$ cat config.mk
export PLATFORM = sky130hd
export DESIGN_NAME = three_axis_angle_rate_estimator
export DESIGN_NICKNAME = d
export VERILOG_FILES = /design/src/rtl/taare_pkg.sv /design/src/rtl/three_axis_angle_rate_estimator.sv /design/src/rtl/taare_cordic.sv /design/src/rtl/taare_mac.sv
export SDC_FILE = /design/constraint.sdc
export NUM_CORES = 2
export LEC_CHECK = 0
export ABC_AREA = 1
export BUFFER_PORTS_ARGS = -buffer_cell sky130_fd_sc_hd__buf_2
export CAP_MARGIN = 5
export CORE_UTILIZATION = 45
export DETAILED_ROUTE_END_ITERATION = 7
export PLACE_DENSITY = 0.62
export SYNTH_ARGS = -nofsm -noshare
export SYNTH_HDL_FRONTEND = slang
export SYNTH_SLANG_ARGS = --single-unit
$ cat constraint.sdc
create_clock -name clk -period 16 [get_ports clk]
set_input_delay 3.2 -clock clk [delete_from_list [all_inputs] [get_ports clk]]
set_output_delay 3.2 -clock clk [all_outputs]
set_load 0.02 [all_outputs]
$ cat src/rtl/taare_pkg.sv
// Shared constants, types and tables for the angle and rate estimator.
// No dependencies.
package taare_pkg;
  localparam int CordicStepsDefault = 16;
  localparam int RateFracDefault = 12;
  localparam int TableLen = 24;
  localparam int AngleScale = 113;
  localparam int TiltLimit = 5832704;
  localparam int ElevLimit = 2949120;
  localparam int TwoPiQ16 = 411775;
  localparam int PiQ16 = 205887;
  localparam int HalfPiQ16 = 102944;
  localparam int CordicGainQ30 = 652032874;
  localparam int RateMax = 1048575;
  localparam int RateMin = -1048576;
  localparam int GainOne = 65536;
  localparam int CfgIdxW = 3;
  localparam int CfgDataW = 17;
  localparam int InDataW = 112;
  localparam int OutDataW = 136;

  typedef enum logic [CfgIdxW-1:0] {
    REG_TILT_GAIN  = 3'd0,
    REG_ELEV_GAIN  = 3'd1,
    REG_AZIM_GAIN  = 3'd2,
    REG_TILT_ZERO  = 3'd3,
    REG_ELEV_ZERO  = 3'd4,
    REG_AZIM_ZERO  = 3'd5
  } reg_idx_t;

  typedef enum logic [2:0] {
    ST_IDLE,
    ST_REDUCE,
    ST_CORDIC,
    ST_MIX,
    ST_FILT,
    ST_DONE
  } state_t;

  // Shared multiply-accumulate unit control
  typedef struct packed {
    logic        start;
    logic signed [34:0] a;
    logic signed [31:0] b;
    logic signed [63:0] acc_in;
  } mac_req_t;

  function automatic logic signed [31:0] atan_q30(input logic [4:0] i);
    case (i)
      5'd0: atan_q30 = 32'sd843314856;
      5'd1: atan_q30 = 32'sd497837829;
      5'd2: atan_q30 = 32'sd263043836;
      5'd3: atan_q30 = 32'sd133525158;
      5'd4: atan_q30 = 32'sd67021686;
      5'd5: atan_q30 = 32'sd33543515;
      5'd6: atan_q30 = 32'sd16775850;
      5'd7: atan_q30 = 32'sd8388437;
      5'd8: atan_q30 = 32'sd4194282;
      5'd9: atan_q30 = 32'sd2097149;
      5'd10: atan_q30 = 32'sd1048575;
      5'd11: atan_q30 = 32'sd524287;
      5'd12: atan_q30 = 32'sd262143;
      5'd13: atan_q30 = 32'sd131071;
      5'd14: atan_q30 = 32'sd65535;
      5'd15: atan_q30 = 32'sd32767;
      5'd16: atan_q30 = 32'sd16383;
      5'd17: atan_q30 = 32'sd8191;
      5'd18: atan_q30 = 32'sd4095;
      5'd19: atan_q30 = 32'sd2047;
      5'd20: atan_q30 = 32'sd1023;
      5'd21: atan_q30 = 32'sd511;
      5'd22: atan_q30 = 32'sd255;
      5'd23: atan_q30 = 32'sd127;
      default: atan_q30 = 32'sd0;
    endcase
  endfunction
endpackage

$ cat src/rtl/three_axis_angle_rate_estimator.sv
// Top level of the three-axis angle and rate estimator.
// Depends on taare_pkg, taare_cordic and taare_mac.
//
// A request passes through the angle fold, the CORDIC iterations and the
// single shared multiplier, used for the mix and the three filters in turn;
// the tilt angle takes one fold step for each 2*pi fold (at most 14).
// The input is not ready while a request is in work or a result waits;
// the result register holds the last result until it is taken.
module three_axis_angle_rate_estimator #(
  parameter int CORDIC_STEPS = taare_pkg::CordicStepsDefault
) (
  input  logic                              clk,
  input  logic                              rst,
  input  logic                              s_axis_tvalid,
  output logic                              s_axis_tready,
  // tilt_raw, elevation_raw, azimuth_raw, roll_rate, pitch_rate, yaw_rate
  input  logic [taare_pkg::InDataW-1:0]     s_axis_tdata,
  output logic                              m_axis_tvalid,
  input  logic                              m_axis_tready,
  // tilt_angle, tilt_rate, elevation_angle, elevation_rate,
  // azimuth_angle, azimuth_rate
  output logic [taare_pkg::OutDataW-1:0]    m_axis_tdata,
  input  logic                              cfg_we,
  input  logic [taare_pkg::CfgIdxW-1:0]     cfg_index,
  input  logic [taare_pkg::CfgDataW-1:0]    cfg_data
);
  import taare_pkg::*;

  state_t state, state_next;
  logic [16:0] gain_t, gain_e, gain_a;
  logic [15:0] zero_t, zero_e, zero_a;
  logic [15:0] traw, eraw, araw;
  logic signed [20:0] p, q, r;
  logic signed [23:0] tilt;
  logic signed [22:0] elev;
  logic signed [23:0] azim;
  logic signed [20:0] f_t, f_e, f_a, mixed;
  logic signed [19:0] m_red;
  logic neg;
  logic [1:0] sub;
  logic [OutDataW-1:0] out_reg;
  logic out_valid;
  logic cordic_start, cordic_done;
  logic signed [31:0] c_val, s_val;
  mac_req_t mreq;
  logic signed [63:0] macc;

  // Configuration registers
  always_ff @(posedge clk) begin
    if (rst) begin
      gain_t <= 17'd32768; gain_e <= 17'd32768; gain_a <= 17'd32768;
      zero_t <= 16'd1970; zero_e <= 16'd670; zero_a <= 16'd2875;
    end else if (cfg_we) begin
      case (cfg_index)
        REG_TILT_GAIN: gain_t <= cfg_data;
        REG_ELEV_GAIN: gain_e <= cfg_data;
        REG_AZIM_GAIN: gain_a <= cfg_data;
        REG_TILT_ZERO: zero_t <= cfg_data[15:0];
        REG_ELEV_ZERO: zero_e <= cfg_data[15:0];
        REG_AZIM_ZERO: zero_a <= cfg_data[15:0];
        default: ;
      endcase
    end
  end

  assign s_axis_tready = (state == ST_IDLE) && !out_valid;
  assign m_axis_tvalid = out_valid;
  assign m_axis_tdata = out_reg;

  // Angle arithmetic on the captured request
  logic signed [24:0] tprod, eprod, aprod;
  logic signed [16:0] tdiff, ediff, adiff;
  always_comb begin
    tdiff = $signed({1'b0, traw}) - $signed({1'b0, zero_t});
    ediff = $signed({1'b0, zero_e}) - $signed({1'b0, eraw});
    adiff = $signed({1'b0, zero_a}) - $signed({1'b0, araw});
    tprod = 25'(tdiff) * 25'sd113;
    eprod = 25'(ediff) * 25'sd113;
    aprod = 25'(adiff) * 25'sd113;
  end

  // Range reduction: tilt is within +-89 rad, fold by 2*pi with bounded steps
  logic signed [24:0] red_cur, red_next;
  always_comb begin
    red_next = red_cur;
    if (red_cur > 25'sd205887) red_next = red_cur - 25'sd411775;
    else if (red_cur < -25'sd205887) red_next = red_cur + 25'sd411775;
  end

  // Next state
  always_comb begin
    state_next = state;
    unique case (state)
      ST_IDLE:   if (s_axis_tvalid && s_axis_tready) state_next = ST_REDUCE;
      ST_REDUCE: if (red_cur <= 25'sd205887 && red_cur >= -25'sd205887 && sub == 2'd1)
                   state_next = ST_CORDIC;
      ST_CORDIC: if (cordic_done) state_next = ST_MIX;
      ST_MIX:    if (sub == 2'd2) state_next = ST_FILT;
      ST_FILT:   if (sub == 2'd3) state_next = ST_DONE;
      ST_DONE:   state_next = ST_IDLE;
      default:   state_next = ST_IDLE;
    endcase
  end

  // Mix and filter operands for the shared multiplier
  logic signed [21:0] fdiff;
  logic [16:0] gsel;
  logic signed [20:0] fsel, xsel;
  always_comb begin
    unique case (sub)
      2'd0: begin fsel = f_t; xsel = q; gsel = gain_t; end
      2'd1: begin fsel = f_e; xsel = mixed; gsel = gain_e; end
      default: begin fsel = f_a; xsel = r; gsel = gain_a; end
    endcase
    if (gsel > 17'(GainOne)) gsel = 17'(GainOne);
    fdiff = 22'(xsel) - 22'(fsel);
    mreq = '0;
    if (state == ST_MIX) begin
      mreq.start = (sub != 2'd2);
      mreq.a = (sub == 2'd0) ? 35'(p) : 35'(r);
      mreq.b = (sub == 2'd0) ? (neg ? -c_val : c_val) : (neg ? -s_val : s_val);
      mreq.acc_in = (sub == 2'd0) ? 64'sd536870912 : macc;
    end else if (state == ST_FILT) begin
      mreq.start = 1'b1;
      mreq.a = 35'(fdiff);
      mreq.b = $signed({15'd0, gsel});
      mreq.acc_in = 64'sd32768;
    end
  end

  // Filter update from accumulated product
  logic signed [48:0] fsum;
  logic signed [20:0] fnew;
  logic signed [63:0] msh;
  logic [1:0] fsub;
  logic signed [20:0] fold;
  always_comb begin
    unique case (fsub)
      2'd0: fold = f_t;
      2'd1: fold = f_e;
      default: fold = f_a;
    endcase
    fsum = 49'(fold) + 49'(macc >>> 16);
    if (fsum > 49'(RateMax)) fnew = 21'(RateMax);
    else if (fsum < 49'(RateMin)) fnew = 21'(RateMin);
    else fnew = fsum[20:0];
    msh = macc >>> 30;
  end

  logic fpend;
  always_ff @(posedge clk) begin
    if (rst) begin
      state <= ST_IDLE;
      out_valid <= 1'b0;
      f_t <= '0; f_e <= '0; f_a <= '0;
      sub <= '0;
      fpend <= 1'b0;
      fsub <= '0;
    end else begin
      state <= state_next;
      if (m_axis_tvalid && m_axis_tready) out_valid <= 1'b0;
      fpend <= (state == ST_FILT);
      fsub <= sub;
      // Drop the trailing slot of the filter pass
      if (fpend) begin
        unique case (fsub)
          2'd0: f_t <= fnew;
          2'd1: f_e <= fnew;
          2'd2: f_a <= fnew;
          default: ;
        endcase
      end
      unique case (state)
        ST_IDLE:   sub <= '0;
        ST_REDUCE: sub <= (sub == 2'd1) ? sub : sub + 2'd1;
        ST_CORDIC: sub <= '0;
        ST_MIX:    sub <= (sub == 2'd2) ? 2'd0 : sub + 2'd1;
        ST_FILT:   sub <= sub + 2'd1;
        default:   sub <= '0;
      endcase
      if (state == ST_DONE) out_valid <= 1'b1;
    end
  end

  // Datapath registers
  always_ff @(posedge clk) begin
    if (state == ST_IDLE && s_axis_tvalid && s_axis_tready) begin
      traw <= s_axis_tdata[15:0];
      eraw <= s_axis_tdata[31:16];
      araw <= s_axis_tdata[47:32];
      p <= s_axis_tdata[68:48];
      q <= s_axis_tdata[89:69];
      r <= s_axis_tdata[110:90];
    end
    if (state == ST_REDUCE) begin
      if (sub == 2'd0) begin
        tilt <= (tprod > 25'sd5832704) ? 24'sd5832704 :
                (tprod < -25'sd5832704) ? -24'sd5832704 : tprod[23:0];
        elev <= (eprod > 25'sd2949120) ? 23'sd2949120 :
                (eprod < -25'sd2949120) ? -23'sd2949120 : eprod[22:0];
        azim <= aprod[23:0];
        red_cur <= (tprod > 25'sd5832704) ? 25'sd5832704 :
                   (tprod < -25'sd5832704) ? -25'sd5832704 : tprod;
      end else begin
        red_cur <= red_next;
      end
    end
    if (state == ST_REDUCE && state_next == ST_CORDIC) begin
      if (red_cur > 25'sd102944) begin
        m_red <= 20'(red_cur - 25'sd205887); neg <= 1'b1;
      end else if (red_cur < -25'sd102944) begin
        m_red <= 20'(red_cur + 25'sd205887); neg <= 1'b1;
      end else begin
        m_red <= 20'(red_cur); neg <= 1'b0;
      end
    end
    if (state == ST_MIX && sub == 2'd2) begin
      mixed <= (msh > 64'(RateMax)) ? 21'(RateMax) :
               (msh < 64'(RateMin)) ? 21'(RateMin) : msh[20:0];
    end
    if (state == ST_DONE) begin
      out_reg <= {2'b0, 21'(f_a), 24'(azim), 21'(f_e), 23'(elev), 21'(f_t), 24'(tilt)};
    end
  end

  assign cordic_start = (state == ST_REDUCE) && (state_next == ST_CORDIC);

  logic signed [31:0] cordic_angle;
  assign cordic_angle = 32'(m_red) <<< 14;

  logic cstart_d;
  always_ff @(posedge clk) begin
    if (rst) cstart_d <= 1'b0;
    else cstart_d <= cordic_start;
  end

  taare_cordic #(.CORDIC_STEPS(CORDIC_STEPS)) u_cordic (
    .clk(clk), .rst(rst), .start(cstart_d), .angle(cordic_angle),
    .done(cordic_done), .cos_out(c_val), .sin_out(s_val)
  );

  taare_mac u_mac (.clk(clk), .req(mreq), .acc(macc));

  logic unused_w;
  assign unused_w = s_axis_tdata[111];
endmodule

$ cat src/rtl/taare_cordic.sv
// One-step-per-cycle CORDIC rotation unit, Q.30, shared shifter and adders.
// Depends on taare_pkg.
module taare_cordic #(
  parameter int CORDIC_STEPS = taare_pkg::CordicStepsDefault
) (
  input  logic               clk,
  input  logic               rst,
  input  logic               start,
  input  logic signed [31:0] angle,
  output logic               done,
  output logic signed [31:0] cos_out,
  output logic signed [31:0] sin_out
);
  import taare_pkg::*;

  localparam int Steps = (CORDIC_STEPS > TableLen) ? TableLen : CORDIC_STEPS;

  logic signed [33:0] x, y, z;
  logic [4:0] step;
  logic busy;

  // Run one micro-rotation per cycle
  always_ff @(posedge clk) begin
    if (rst) begin
      busy <= 1'b0;
      done <= 1'b0;
      step <= '0;
    end else begin
      done <= 1'b0;
      if (start) begin
        busy <= 1'b1;
        step <= '0;
      end else if (busy) begin
        if (step == 5'(Steps - 1)) begin
          busy <= 1'b0;
          done <= 1'b1;
        end
        step <= step + 5'd1;
      end
    end
  end

  always_ff @(posedge clk) begin
    if (start) begin
      x <= 34'(CordicGainQ30);
      y <= '0;
      z <= 34'(angle);
    end else if (busy) begin
      if (!z[33]) begin
        x <= x - (y >>> step);
        y <= y + (x >>> step);
        z <= z - 34'(atan_q30(step));
      end else begin
        x <= x + (y >>> step);
        y <= y - (x >>> step);
        z <= z + 34'(atan_q30(step));
      end
    end
  end

  assign cos_out = x[31:0];
  assign sin_out = y[31:0];
endmodule

$ cat src/rtl/taare_mac.sv
// Shared signed multiply-accumulate unit, registered result.
// Depends on taare_pkg.
module taare_mac (
  input  logic                   clk,
  input  taare_pkg::mac_req_t    req,
  output logic signed [63:0]     acc
);
  import taare_pkg::*;

  logic signed [66:0] prod;

  // One registered multiply and add per request
  assign prod = 67'(req.a) * 67'(req.b) + 67'(req.acc_in);

  always_ff @(posedge clk) begin
    if (req.start) begin
      acc <= prod[63:0];
    end
  end
endmodule

==> impl_metrics.json <==
{
  "clk_root_buffer_cell": "sky130_fd_sc_hd__clkbuf_16",
  "fin_hold_ws_ns": 0.408,
  "critical_path_required_ns": 16.48,
  "hp-class": "reg -> reg",
  "dpl.cell_count": 14153,
  "floorplan.die_area_sq_mm": 0.203,
  "place.port_buffers": 271,
  "route.final.wire_length_um": 291000,
  "clk_transition_reported_paths_ns": 0.07,
  "timing.critical_path.mode_cell": "sky130_fd_sc_hd__nand2_1",
  "worst_slew_pin_slew_ns": 1.19,
  "timing.max_slew.rel_slack_pct": 20.5,
  "postSynth.asyncResetShare_pct": 0,
  "ys_ff_latch": 756,
  "grt_pass1_wl_um": 455000,
  "globalRouteMet3Util_pct": 3.67,
  "synth.largest_area_cell": "sky130_fd_sc_hd__fa_1",
  "place.detailed.hpwl_um": 236000,
  "std_cell_rows": 164,
  "via_density_per_instance": 5.42,
  "synthDominantCellAreaShare_pct": 24.0,
  "power_switching_w": 0.00872,
  "final_max_slew_viol_count": 0,
  "internal-power_w": 0.00792,
  "cts_tree": "built",
  "outcome": "finished with violations",
  "cts_hold_buffers": 0,
  "synth_seq_area_share_pct": 21.8,
  "die_h_um": 451,
  "post_cts_resize_count": 0,
  "max_freq_mhz": 72.3,
  "detailroute.via_count": 77693,
  "timing.critical_path.to_type": "register",
  "fillerInstances": 19547,
  "pin_count": 275,
  "worst_clock_skew_ns": 0.0373,
  "power.ir.vdd_worst_mv": 0.561,
  "leakagePower_nw": 47.8,
  "grt-ovfl-total": 0,
  "drt_pass1_iterations": 8,
  "timing.setup.critical_path_class": "reg -> reg",
  "yosysMostFrequentCell": "sky130_fd_sc_hd__nand2_1",
  "final_number_of_hold_violating_endpoints": 0,
  "grt_antenna_before_repair": 11,
  "globalRoute.busiestLayer": "met2",
  "clockPowerShare_pct": 13.0,
  "final_core_utilization_pct": 48.9,
  "post-place-ws_ns": 2.38,
  "synth_ff_type": "sky130_fd_sc_hd__edfxtp_1",
  "detail_route.drc_violations": 2,
  "die_wd_um": 451,
  "ant_nets": 0,
  "grt.total_usage_pct": 28.8,
  "stdcell_count": 14324,
  "synth_warnings": 0,
  "setup_ws_ns": 2.16,
  "clock-sinks": 756,
  "cts_made_buffers": 88,
  "met2_resource_use_gr_pct": 47.0,
  "synthTopCellsByCount": "sky130_fd_sc_hd__nand2_1, sky130_fd_sc_hd__inv_1, sky130_fd_sc_hd__fa_1",
  "number_of_global_route_vias_before_repair": 78182,
  "critical_path.startpoint_type": "register",
  "mappedNetlistArea_sq_mm": 0.0906,
  "drv.max_cap_violation_count": 0,
  "detail_route.wl_per_cell_um": 20.3,
  "core_area_sq_mm": 0.200,
  "power.share.switching_pct": 52.4,
  "post_synth.cell_area_avg_sq_um": 7.90,
  "violations": "design-rule violations",
  "synth_cells": 11467,
  "timing.critical_path.fanout_max": 61,
  "clkLatencyLatePin_ns": 0.74,
  "post_synth_main_area_contributors": "sky130_fd_sc_hd__fa_1, sky130_fd_sc_hd__edfxtp_1, sky130_fd_sc_hd__nand2_1, sky130_fd_sc_hd__ha_1, sky130_fd_sc_hd__inv_1",
  "share_comb_of_total_power_pct": 68.1,
  "slowest_delay_ns": 1.32,
  "final.period_utilization_pct": 86.5,
  "violation_count_after_the_first_detailed_routing_iteration": 6710,
  "setup_tns_final_ns": 0,
  "timing.critical_path.slowest_stage_cell": "sky130_fd_sc_hd__fa_2",
  "area_growth_synth_to_finish_pct": 7.82,
  "synth_cell_types": 79,
  "place_congestion": 0.961,
  "layout-drive-gt1-share_pct": 5.79,
  "synth_enable_flop_cells": 465,
  "num-nets-final": 13469,
  "grt_met1_use_pct": 39.2,
  "rsz_0062_raised_after_global_routing": "false",
  "initial_utilization_pct": 45.3,
  "sequentialPowerShare_pct": 18.9,
  "clock_tree.buffer_depth": 3,
  "worstPathArrival_ns": 14.32,
  "cts-htree-levels": 3,
  "p_per_area_mw_per_mm2": 170,
  "final_period_demand_of_the_worst_path_ns": 13.84,
  "grt_max_degree": 95,
  "setup_viol": 0,
  "post_cts_buffers": 0
}
==> worst max-delay path, delay by kind of cell (launching register included) <==
kind / cells / cell delay, ns
compound gates: 8 / 1.98
xor+xnor: 1 / 0.17
fa+ha+maj: 11 / 6.10
buf+inv: 10 / 1.99
flops: 1 / 0.39
simple gates: 15 / 2.84
==> layout make-up <==
type | instances | area, sq um | share of cell area, %
tap | 2656 | 3320 | 3.40
timing repair buffer | 372 | 2130 | 2.18
antenna | 7 | 17.5 | 0.0179
clock inverter | 53 | 657 | 0.673
multi-input combinational | 8150 | 61000 | 62.5
sequential | 756 | 19800 | 20.3
inverter | 2220 | 8340 | 8.54
clock buffer | 110 | 2370 | 2.42
==> metrics by stage <==
| step | area (sq um) | power, W |
|---|---|---|
| floorplan | 90600 | 0.0117 |
| global placement | 94600 | 0.0142 |
| detailed placement | 94600 | 0.0144 |
| CTS | 97600 | 0.0167 |
| global route | 97700 | 0.0184 |
| finish | 97700 | 0.0166 |
==> sequential cells by signal (all words and copies together), names as in the netlist, 17 cells and up, named ones only <==
signal        flops
f_e              21
gain_t           17
elev             23
u_cordic.x       34
u_cordic.y       34
m_axis_tdata    134
u_mac.acc        64
gain_e           17
q                21
mixed            21
u_cordic.z       34
m_red            18
red_cur          25
f_a              21
azim             24
gain_a           17
r                21
tilt             24
f_t              21
p                21
==> placed cells by master (no fill, tap or decap), drive strengths merged, types with 103 or more instances in the layout <==
cell	Yosys	routed
ha	657	657
dfxtp	291	291
inv	2203	2210
xor2	249	249
clkbuf	189	110
o21ai	543	543
nand2	2386	2386
fa	1087	1087
xnor2	115	115
nor3	103	103
nor2	1023	1023
nand3	754	754
buf	153	372
a21oi	625	625
edfxtp	465	465
==> layer usage <==
metal  routed length (um)  vias to the layer above
met5                    0                        -
met4                11500                        0
met3                18900                      510
met2               136000                     2774
met1               125000                    37767
li1                     -                    36642
==> kinds of logic (layout without fill, tap and decap cells) <==
logic type | after synthesis | after routing | share of synthesized area [%]
compound gates | 1582 | 1582 | 9.92
xor+xnor | 364 | 364 | 3.54
fa+ha+maj | 1744 | 1744 | 33.1
buf+inv | 2562 | 2755 | 10.9
flops | 756 | 756 | 21.8
other cells | 1 | 9 | 0.00414
simple gates | 4458 | 4458 | 20.7
==> path summary, 6_finish.rpt <==
kind	cells after the start	slack, ns	from	endpoint
worst max-delay path	45	2.16	sub[1]	u_mac.acc[62]
worst min-delay path	0	0.41	tilt[4]	m_axis_tdata[4]
worst max register to register	45	2.16	sub[1]	u_mac.acc[62]
worst min register to register	0	0.41	tilt[4]	m_axis_tdata[4]
==> power by group through the flow <==
| stage | Combinational (W) | Sequential [W] | Clock [W] |
|---|---|---|---|
| 3_5_place_dp | 0.0112 | 0.00317 | 0 |
| 4_1_cts | 0.0113 | 0.00313 | 0.00220 |
| 3_3_place_gp | 0.0111 | 0.00317 | 0 |
| 5_1_grt | 0.0129 | 0.00318 | 0.00227 |
| 6_report | 0.0113 | 0.00314 | 0.00216 |
| 2_1_floorplan | 0.00867 | 0.00303 | 0 |
(Power assumes the default switching activity.)
